[src/rtl/core/pli_pkg.sv]
`timescale 1ns / 1ps
// ----------------------------------------------------------------------------
// pli_pkg
// Shared types and constants for the piecewise linear interpolator.
// ----------------------------------------------------------------------------
package pli_pkg;

   localparam int MAX_POINTS = 16;
   localparam int PT_IDX_W   = $clog2(MAX_POINTS);
   localparam int CNT_W      = PT_IDX_W + 1;
   localparam int DATA_W     = 32;
   localparam int CSR_IDX_W  = 3;
   localparam int CSR_DATA_W = CNT_W;
   localparam int DIV_STEPS  = DATA_W;
   localparam int DIV_CNT_W  = $clog2(DIV_STEPS);

   typedef enum logic {
      OP_WRITE = 1'b0,
      OP_EVAL  = 1'b1
   } opcode_type;

   typedef enum logic [CSR_IDX_W-1:0] {
      CSR_LINEAR_MODE   = 3'd0,
      CSR_ALLOW_LEFT    = 3'd1,
      CSR_ALLOW_RIGHT   = 3'd2,
      CSR_POINTS_IN_USE = 3'd3
   } csr_index_type;

   typedef struct packed {
      logic signed [DATA_W-1:0] x;
      logic signed [DATA_W-1:0] y;
   } point_type;

   typedef struct packed {
      logic                en;
      logic [PT_IDX_W-1:0] addr;
      point_type           data;
   } tbl_wr_type;

   typedef struct packed {
      logic              start;
      logic [DATA_W-1:0] mag;
      logic [DATA_W-1:0] dx;
      logic [DATA_W-1:0] den;
   } md_req_type;

   typedef struct packed {
      logic              done;
      logic [DATA_W-1:0] quotient;
   } md_rsp_type;

   typedef enum logic [2:0] {
      ST_IDLE,
      ST_FILL,
      ST_SEARCH,
      ST_DECIDE,
      ST_CALC
   } pli_state_type;

   typedef enum logic [1:0] {
      MD_IDLE,
      MD_MUL,
      MD_DIV
   } md_state_type;

endpackage

[src/rtl/core/pli_table.sv]
`timescale 1ns / 1ps
// ----------------------------------------------------------------------------
// pli_table
// Breakpoint memory: one write port and one registered read port.
// ----------------------------------------------------------------------------
module pli_table (
   input  logic                          clock,
   input  pli_pkg::tbl_wr_type           wr,
   input  logic [pli_pkg::PT_IDX_W-1:0]  rd_addr,
   output pli_pkg::point_type            rd_data
);

   pli_pkg::point_type mem [pli_pkg::MAX_POINTS];
   pli_pkg::point_type rd_data_ff;

   always_ff @(posedge clock) begin
      if (wr.en) begin
         mem[wr.addr] <= wr.data;
      end
      rd_data_ff <= mem[rd_addr];
   end

   assign rd_data = rd_data_ff;

endmodule

[src/rtl/core/pli_muldiv.sv]
`timescale 1ns / 1ps
// ----------------------------------------------------------------------------
// pli_muldiv
// Computes (mag * dx) / den: one registered 32x32 multiply, then a
// restoring divider that produces one quotient bit per cycle.
// ----------------------------------------------------------------------------
module pli_muldiv (
   input  logic                clock,
   input  logic                reset,
   input  pli_pkg::md_req_type req,
   output pli_pkg::md_rsp_type rsp
);

   pli_pkg::md_state_type state_ff, state_in;

   logic [pli_pkg::DATA_W-1:0]    a_ff, b_ff, den_ff;
   logic [pli_pkg::DATA_W-1:0]    rem_ff, low_ff;
   logic [pli_pkg::DIV_CNT_W-1:0] step_ff;
   logic                          done_ff;

   logic                          capture;
   logic                          last_step;
   logic [2*pli_pkg::DATA_W-1:0]  product;
   logic [pli_pkg::DATA_W:0]      trial;
   logic [pli_pkg::DATA_W:0]      trial_sub;
   logic                          ge;
   logic [pli_pkg::DATA_W-1:0]    rem_in, low_in;

   // Next state.
   always_comb begin
      state_in = state_ff;
      case (state_ff)
         pli_pkg::MD_IDLE: begin
            if (req.start) begin
               state_in = pli_pkg::MD_MUL;
            end
         end
         pli_pkg::MD_MUL: begin
            state_in = pli_pkg::MD_DIV;
         end
         pli_pkg::MD_DIV: begin
            if (last_step) begin
               state_in = pli_pkg::MD_IDLE;
            end
         end
         default: begin
            state_in = pli_pkg::MD_IDLE;
         end
      endcase
   end

   // Control outputs.
   always_comb begin
      capture   = (state_ff == pli_pkg::MD_IDLE) && req.start;
      last_step = (state_ff == pli_pkg::MD_DIV) &&
                  (step_ff == pli_pkg::DIV_CNT_W'(pli_pkg::DIV_STEPS - 1));
   end

   // The quotient is known to fit in 32 bits, so the upper half of the
   // product is already below the divisor and only 32 steps are needed.
   always_comb begin
      product   = a_ff * b_ff;
      trial     = {rem_ff, low_ff[pli_pkg::DATA_W-1]};
      trial_sub = trial - {1'b0, den_ff};
      ge        = (trial >= {1'b0, den_ff});
      rem_in    = ge ? trial_sub[pli_pkg::DATA_W-1:0] : trial[pli_pkg::DATA_W-1:0];
      low_in    = {low_ff[pli_pkg::DATA_W-2:0], ge};
   end

   always_ff @(posedge clock) begin
      if (reset) begin
         state_ff <= pli_pkg::MD_IDLE;
         done_ff  <= 1'b0;
      end else begin
         state_ff <= state_in;
         done_ff  <= last_step;
      end
   end

   always_ff @(posedge clock) begin
      if (capture) begin
         a_ff   <= req.mag;
         b_ff   <= req.dx;
         den_ff <= req.den;
      end
      case (state_ff)
         pli_pkg::MD_MUL: begin
            rem_ff  <= product[2*pli_pkg::DATA_W-1:pli_pkg::DATA_W];
            low_ff  <= product[pli_pkg::DATA_W-1:0];
            step_ff <= '0;
         end
         pli_pkg::MD_DIV: begin
            rem_ff  <= rem_in;
            low_ff  <= low_in;
            step_ff <= step_ff + pli_pkg::DIV_CNT_W'(1);
         end
         default: begin
         end
      endcase
   end

   assign rsp.done     = done_ff;
   assign rsp.quotient = low_ff;

endmodule

[src/rtl/core/piecewise_linear_interpolator.sv]
`timescale 1ns / 1ps
// ----------------------------------------------------------------------------
// piecewise_linear_interpolator
// Breakpoint table with a sequential search and a multiply/divide
// unit for linear interpolation between neighboring breakpoints.
// ----------------------------------------------------------------------------
// A write item is stored at its accept edge; busy stays low.
// An evaluate item scans all n active breakpoints, one memory read a cycle.
// Its result strobe follows the fill, search and decide states without
// interpolation, and also one multiply and 32 divide steps with it; busy
// drops in the strobe cycle, so the next item can be accepted in that cycle.
// Synchronous reset clears the sequencer, the control registers and the strobe; the table is not cleared.
module piecewise_linear_interpolator (
   input  logic                                  clock,
   input  logic                                  reset,
   input  logic                                  start,
   output logic                                  busy,
   input  logic                                  req_opcode,
   input  logic [pli_pkg::PT_IDX_W-1:0]          req_point_index,
   input  logic signed [pli_pkg::DATA_W-1:0]     req_x_value,
   input  logic signed [pli_pkg::DATA_W-1:0]     req_y_value,
   output logic                                  rsp_strobe,
   output logic signed [pli_pkg::DATA_W-1:0]     rsp_y_result,
   output logic                                  rsp_inside_domain,
   input  logic                                  csr_write_enable,
   input  logic [pli_pkg::CSR_IDX_W-1:0]         csr_index,
   input  logic [pli_pkg::CSR_DATA_W-1:0]        csr_write_data
);

   localparam int W = pli_pkg::DATA_W;

   pli_pkg::pli_state_type state_ff, state_in;

   logic                          linear_mode_ff;
   logic                          allow_left_ff;
   logic                          allow_right_ff;
   logic [pli_pkg::CNT_W-1:0]     points_in_use_ff;

   logic signed [W-1:0]           xq_ff;
   logic [pli_pkg::PT_IDX_W-1:0]  addr_ff;
   logic [pli_pkg::PT_IDX_W-1:0]  cnt_ff;
   logic                          found_ff;
   logic                          zero_ff;
   logic                          neg_ff;
   logic                          dom_ff;
   pli_pkg::point_type            prev_ff, left_ff, right_ff, last_ff;

   logic                          rsp_strobe_ff;
   logic signed [W-1:0]           rsp_y_ff;
   logic                          rsp_dom_ff;

   logic                          accept;
   logic                          load_query;
   logic                          search_en;
   logic                          decide_en;
   logic                          calc_done;
   logic                          interp;
   logic                          scan_last;
   logic                          hit;
   logic                          dom;
   logic [pli_pkg::PT_IDX_W-1:0]  last_idx;
   logic signed [W-1:0]           y_direct;
   logic signed [W:0]             dy;
   logic [W:0]                    dy_mag;
   logic [W:0]                    dx_full;
   logic [W:0]                    den_full;
   logic signed [W+1:0]           sum;
   logic signed [W-1:0]           y_interp;

   pli_pkg::tbl_wr_type           tbl_wr;
   pli_pkg::point_type            rd_data;
   pli_pkg::md_req_type           md_req;
   pli_pkg::md_rsp_type           md_rsp;

   assign accept = start && !busy;

   // A count of zero acts as one; counts above the table size saturate.
   always_comb begin
      if (points_in_use_ff == '0) begin
         last_idx = '0;
      end else if (points_in_use_ff > pli_pkg::CNT_W'(pli_pkg::MAX_POINTS)) begin
         last_idx = pli_pkg::PT_IDX_W'(pli_pkg::MAX_POINTS - 1);
      end else begin
         last_idx = pli_pkg::PT_IDX_W'(points_in_use_ff - pli_pkg::CNT_W'(1));
      end
   end

   always_comb begin
      scan_last = (cnt_ff == last_idx);
      hit       = !found_ff && (rd_data.x > xq_ff);
      interp    = found_ff && !zero_ff && linear_mode_ff;
   end

   // Next state.
   always_comb begin
      state_in = state_ff;
      case (state_ff)
         pli_pkg::ST_IDLE: begin
            if (load_query) begin
               state_in = pli_pkg::ST_FILL;
            end
         end
         pli_pkg::ST_FILL: begin
            state_in = pli_pkg::ST_SEARCH;
         end
         pli_pkg::ST_SEARCH: begin
            if (scan_last) begin
               state_in = pli_pkg::ST_DECIDE;
            end
         end
         pli_pkg::ST_DECIDE: begin
            state_in = interp ? pli_pkg::ST_CALC : pli_pkg::ST_IDLE;
         end
         pli_pkg::ST_CALC: begin
            if (md_rsp.done) begin
               state_in = pli_pkg::ST_IDLE;
            end
         end
         default: begin
            state_in = pli_pkg::ST_IDLE;
         end
      endcase
   end

   // Sequencer outputs.
   always_comb begin
      busy       = (state_ff != pli_pkg::ST_IDLE);
      load_query = accept && (pli_pkg::opcode_type'(req_opcode) == pli_pkg::OP_EVAL);
      search_en  = (state_ff == pli_pkg::ST_SEARCH);
      decide_en  = (state_ff == pli_pkg::ST_DECIDE);
      calc_done  = (state_ff == pli_pkg::ST_CALC) && md_rsp.done;
   end

   always_comb begin
      tbl_wr.en        = accept && (pli_pkg::opcode_type'(req_opcode) == pli_pkg::OP_WRITE);
      tbl_wr.addr      = req_point_index;
      tbl_wr.data.x    = req_x_value;
      tbl_wr.data.y    = req_y_value;
   end

   pli_table u_table (
      .clock   (clock),
      .wr      (tbl_wr),
      .rd_addr (addr_ff),
      .rd_data (rd_data)
   );

   // Found at slot zero means the query lies below the first breakpoint.
   always_comb begin
      dom = !((!allow_left_ff && found_ff && zero_ff) ||
              (!allow_right_ff && (xq_ff > last_ff.x)));
      if (!found_ff) begin
         y_direct = last_ff.y;
      end else if (zero_ff) begin
         y_direct = right_ff.y;
      end else begin
         y_direct = left_ff.y;
      end
   end

   // Operands for the multiply/divide unit; all differences are taken at 33 bits.
   always_comb begin
      dy       = {right_ff.y[W-1], right_ff.y} - {left_ff.y[W-1], left_ff.y};
      dy_mag   = dy[W] ? (~dy + (W+1)'(1)) : dy;
      dx_full  = {xq_ff[W-1], xq_ff} - {left_ff.x[W-1], left_ff.x};
      den_full = {right_ff.x[W-1], right_ff.x} - {left_ff.x[W-1], left_ff.x};
      md_req.start = decide_en && interp;
      md_req.mag   = dy_mag[W-1:0];
      md_req.dx    = dx_full[W-1:0];
      md_req.den   = den_full[W-1:0];
   end

   pli_muldiv u_muldiv (
      .clock (clock),
      .reset (reset),
      .req   (md_req),
      .rsp   (md_rsp)
   );

   always_comb begin
      if (neg_ff) begin
         sum = {{2{left_ff.y[W-1]}}, left_ff.y} - {2'b00, md_rsp.quotient};
      end else begin
         sum = {{2{left_ff.y[W-1]}}, left_ff.y} + {2'b00, md_rsp.quotient};
      end
      if (sum[W+1:W-1] == 3'b000 || sum[W+1:W-1] == 3'b111) begin
         y_interp = sum[W-1:0];
      end else if (sum[W+1]) begin
         y_interp = {1'b1, {(W-1){1'b0}}};
      end else begin
         y_interp = {1'b0, {(W-1){1'b1}}};
      end
   end

   always_ff @(posedge clock) begin
      if (reset) begin
         state_ff         <= pli_pkg::ST_IDLE;
         linear_mode_ff   <= 1'b1;
         allow_left_ff    <= 1'b0;
         allow_right_ff   <= 1'b0;
         points_in_use_ff <= pli_pkg::CNT_W'(1);
         rsp_strobe_ff    <= 1'b0;
      end else begin
         state_ff      <= state_in;
         rsp_strobe_ff <= (decide_en && !interp) || calc_done;
         if (csr_write_enable) begin
            case (pli_pkg::csr_index_type'(csr_index))
               pli_pkg::CSR_LINEAR_MODE:   linear_mode_ff   <= csr_write_data[0];
               pli_pkg::CSR_ALLOW_LEFT:    allow_left_ff    <= csr_write_data[0];
               pli_pkg::CSR_ALLOW_RIGHT:   allow_right_ff   <= csr_write_data[0];
               pli_pkg::CSR_POINTS_IN_USE: points_in_use_ff <= csr_write_data;
               default: begin
               end
            endcase
         end
      end
   end

   // Search datapath: the memory returns entry cnt_ff in each search cycle.
   always_ff @(posedge clock) begin
      if (load_query) begin
         xq_ff    <= req_x_value;
         addr_ff  <= '0;
         cnt_ff   <= '0;
         found_ff <= 1'b0;
         zero_ff  <= 1'b0;
      end else if (state_ff == pli_pkg::ST_FILL) begin
         addr_ff <= addr_ff + pli_pkg::PT_IDX_W'(1);
      end else if (search_en) begin
         addr_ff <= addr_ff + pli_pkg::PT_IDX_W'(1);
         cnt_ff  <= cnt_ff + pli_pkg::PT_IDX_W'(1);
         prev_ff <= rd_data;
         if (hit) begin
            found_ff <= 1'b1;
            zero_ff  <= (cnt_ff == '0);
            left_ff  <= prev_ff;
            right_ff <= rd_data;
         end
         if (scan_last) begin
            last_ff <= rd_data;
         end
      end
      if (decide_en) begin
         dom_ff <= dom;
         neg_ff <= dy[W];
      end
      if (decide_en && !interp) begin
         rsp_y_ff   <= y_direct;
         rsp_dom_ff <= dom;
      end else if (calc_done) begin
         rsp_y_ff   <= y_interp;
         rsp_dom_ff <= dom_ff;
      end
   end

   assign rsp_strobe        = rsp_strobe_ff;
   assign rsp_y_result      = rsp_y_ff;
   assign rsp_inside_domain = rsp_dom_ff;

endmodule
[config.mk]
export PLATFORM = sky130hd
export DESIGN_NAME = piecewise_linear_interpolator
export DESIGN_NICKNAME = d
export VERILOG_FILES = /design/src/rtl/core/pli_pkg.sv /design/src/rtl/core/pli_table.sv /design/src/rtl/core/pli_muldiv.sv /design/src/rtl/core/piecewise_linear_interpolator.sv
export SDC_FILE = /design/constraint.sdc
export NUM_CORES = 2
export LEC_CHECK = 0
export ABC_CLOCK_PERIOD_IN_PS = 11500
export BUFFER_PORTS_ARGS = -buffer_cell sky130_fd_sc_hd__buf_2
export CORE_MARGIN = 10
export CORE_UTILIZATION = 65
export DETAILED_ROUTE_END_ITERATION = 12
export PLACE_DENSITY = 0.82
export SLEW_MARGIN = 5
export SYNTH_ARGS = -nofsm -noshare
export SYNTH_HDL_FRONTEND = slang
export SYNTH_SLANG_ARGS = --single-unit
[constraint.sdc]
create_clock -name clock -period 11.5 [get_ports clock]
set_input_delay 0.575 -clock clock [delete_from_list [all_inputs] [get_ports clock]]
set_output_delay 0.575 -clock clock [all_outputs]
set_load 0.01 [all_outputs]
==> flow_metrics.py <==
metrics = {
    "layout": {
        "fillCellCount": 9891,
        "drive_gt1_share_pct": 10.8,
        "final_nets": 9324,
        "multi_input_area_sq_mm": 0.0495,
        "finalNonFillerCells": 10052,
        "design_area_sq_mm": 0.110,
        "area_growth_pct": 7.50,
        "register_area_sq_mm": 0.0472,
    },
    "floorplan": {
        "fp.dieW_um": 416,
        "die_height_um": 416,
        "io-pin-count": 116,
        "rows": 145,
        "dieArea_sq_mm": 0.173,
        "start_util_pct": 65.4,
        "core_sq_mm": 0.156,
    },
    "clocking": {
        "clk_pin_slew_ns": 0.06,
        "htreeDepth": 4,
        "cts.sink_count": 1601,
        "clkLatencyLatePin_ns": 0.82,
        "cts_tree": "done",
        "clock-root-buffer": "clkbuf_16",
        "post_cts_resized": 0,
        "numCtsBuffers": 148,
        "clk_path_buf_depth": 3,
    },
    "power_and_ir_drop": {
        "swShare_pct": 32.8,
        "p_int_mw": 12.1,
        "clock_power_share_pct": 27.4,
        "power.total_mw": 18.0,
        "p_per_area_mw_per_mm2": 164,
        "comb_power_share_pct": 32.3,
        "p_sw_mw": 5.90,
        "p_seq_share_pct": 40.4,
        "p_leak_nw": 43.4,
        "peakVddDrop_mv": 0.199,
    },
    "yosys": {
        "synth-async-reset-ratio_pct": 0,
        "synth-xor-area-share_pct": 2.26,
        "synth-seq-area-share_pct": 46.2,
        "synthDistinctLibCells": 113,
        "netlist_instances": 7819,
        "synth_top_family_by_area": "adder cells",
        "ys_warn_count": 0,
        "yosys.area_share.simple_pct": 8.78,
        "synth_edf_count": 1512,
        "synth_seq_cells": 1601,
        "synth_top_area_share_pct": 44.4,
        "synth.area.mux_share_pct": 7.41,
        "synthTopCellsByArea": "edfxtp_1 44%, fa_1 18%, mux4_2 7.1%",
        "yosysTopAreaCell": "edfxtp_1",
        "syn_area_sq_mm": 0.102,
        "yosys.cell_count.top_type": "edfxtp_1",
        "synthAdderAreaFrac_pct": 23.8,
        "synthFlopType": "edfxtp_1",
        "synth_compound_area_share_pct": 6.09,
        "synth.top_cells.by_count": "1512 x edfxtp_1, 1120 x inv_1, 901 x fa_1",
        "syn-num-nets": 9299,
        "avgSynthCellArea_sq_um": 13.1,
    },
    "timing": {
        "whs_ns": 0.0583,
        "finalSetupTns_ns": 0,
        "min_period_ns": 9.90,
        "final-max-slew-violation-count": 0,
        "setup-violations-final": 0,
        "fmax_ghz": 0.101,
        "slew_headroom_pct": 15.3,
        "hold_viol": 0,
        "skew_ns": 0.0509,
        "worst_slew_pin_slew_ns": 1.27,
        "rsz0062_at_grt": "false",
        "min_period_over_period_pct": 86.1,
    },
    "detailed_routing": {
        "drt_first_pass_iters": 6,
        "viasPerCell": 6.37,
        "finalWirelength_um": 260000,
        "drc_errors": 0,
        "vias": 64009,
        "wl_per_cell_um": 25.9,
        "drtAntennaViolNets": 0,
        "drtIter0Drc": 7466,
    },
    "setup_path": {
        "crit_start": "u_muldiv.a_ff[12]",
        "regToRegStartpoint": "u_muldiv.a_ff[12]",
        "cp_max_fo": 32,
        "crit_top_cell": "fa_1",
        "critical_path_required_ns": 12.03,
        "start_kind": "register",
        "path_class": "reg -> reg",
        "critPathMaxStageDelay_ns": 1.19,
        "cpMaxStageDelayCell": "edfxtp_1",
        "r2r_slack_ns": 1.60,
        "arrival_ns": 10.43,
        "worst_path_dominant_cell_family": "adder cells",
        "crit_buf_inv": 6,
        "end_kind": "register",
    },
    "hold_path": {
        "worstHoldPathType": "in -> reg",
        "hp-start": "csr_write_data[2]",
    },
    "placement": {
        "dp.cells": 9748,
        "placed_cell_area_sq_mm": 0.105,
        "dp_hpwl_um": 173000,
        "portBuffers": 115,
        "place.gp.congestion": 0.932,
    },
    "global_route": {
        "grt_use_total_pct": 30.3,
        "gr-total-overflow": 0,
        "grt_pass1_vias": 67082,
        "grt_pass1_wl_um": 405000,
        "grt_max_degree": 105,
        "antenna_found_initial": 24,
    },
    "status": {
        "outcome": "complete, no violations",
    },
    "flow_run": {
        "max-cap-violations": 0,
    },
}
[registers in the layout (all words and copies together) (netlist names), 64 cells and up]
name and flops:
left_ff 64, u_table.rd_data 64, prev_ff 64, u_table.mem 1024, last_ff 64, right_ff 64
[routing by layer]
layer / global-route usage, % / share of wire, % / vias up
met3: 5.33 / 9.2 / 680
met4: 11.4 / 3.9 / 16
met5: 0 / 0.035 / -
li1: - / - / 27011
met1: 39.4 / 37 / 32636
met2: 51.2 / 50 / 3666
[worst paths after layout]
kind / depth (start not counted) / endpoint
hold reg to reg: 0 / left_ff[10]
setup reg to reg: 27 / u_muldiv.rem_ff[27]
setup / recovery: 27 / u_muldiv.rem_ff[27]
hold / removal: 3 / points_in_use_ff[2]
[cell families (layout without fill, tap and decap cells)]
group,after synthesis,after routing
compound gates,959,959
xor+xnor,262,262
fa+ha+maj,1401,1401
buf+inv,1475,1624
flops,1601,1601
mux,355,355
other cells,0,26
simple gates,1766,1766
[repair_timing]
action                                 in CTS  in global routing
hold buffers                                4                  0
endpoints found under the hold margin       4                  0
buffers inserted                            0                  0
[layout by cell type (no fill, tap or decap), drive strengths merged, types with 16 or more instances in the layout]
| master | count |
|---|---|
| dfxtp | 89 |
| a21oi | 256 |
| xor2 | 75 |
| nor2 | 181 |
| fa | 901 |
| and2 | 583 |
| diode | 26 |
| xnor2 | 187 |
| o31ai | 18 |
| o211ai | 66 |
| o21a | 36 |
| a211oi | 17 |
| or3 | 16 |
| mux2i | 23 |
| a22oi | 33 |
| o21ai | 235 |
| edfxtp | 1512 |
| clkinv | 54 |
| nand2 | 654 |
| a21o | 133 |
| o21bai | 29 |
| mux4 | 320 |
| ha | 498 |
| a31oi | 31 |
| buf | 225 |
| clkbuf | 204 |
| nand2b | 34 |
| nor2b | 37 |
| nor3 | 61 |
| and3 | 31 |
| inv | 1127 |
| nand3 | 47 |
| nand4 | 52 |
[power groups by stage]
stage | combinational (mW) | sequential [mW] | clock, mW
6_report | 5.81 | 7.26 | 4.93
5_1_grt | 6.32 | 7.27 | 5.16
4_1_cts | 5.75 | 7.25 | 4.96
3_5_place_dp | 5.61 | 7.36 | 0
3_3_place_gp | 5.43 | 7.33 | 0
2_1_floorplan | 4.17 | 7.17 | 0
[tightest hold or removal path, delay by kind of cell]
kind                   cells  cell delay (ns)
buffers and inverters      1             0.08
multiplexers               1             0.06
AND/OR/NAND/NOR            1             0.10
[area by class of cell]
| type | instances | share of cell area [%] |
|---|---|---|
| diodes | 26 | 0.0592 |
| clock buffers | 204 | 3.71 |
| clock inverters | 70 | 0.639 |
| inverters | 1121 | 3.83 |
| multi-input cells | 4743 | 45.1 |
| flip-flops and latches | 1601 | 43.0 |
| well taps | 2058 | 2.34 |
| repair buffers | 229 | 1.32 |
[per-stage QoR]
step	setup WS, ns	util [%]
floorplan	3.66	-
global placement	2.08	67.2
detailed placement	1.80	67.2
CTS	1.74	70.3
global route	1.14	70.3
finish	1.60	70.3
Note: power is estimated with default switching activity, not from simulation.
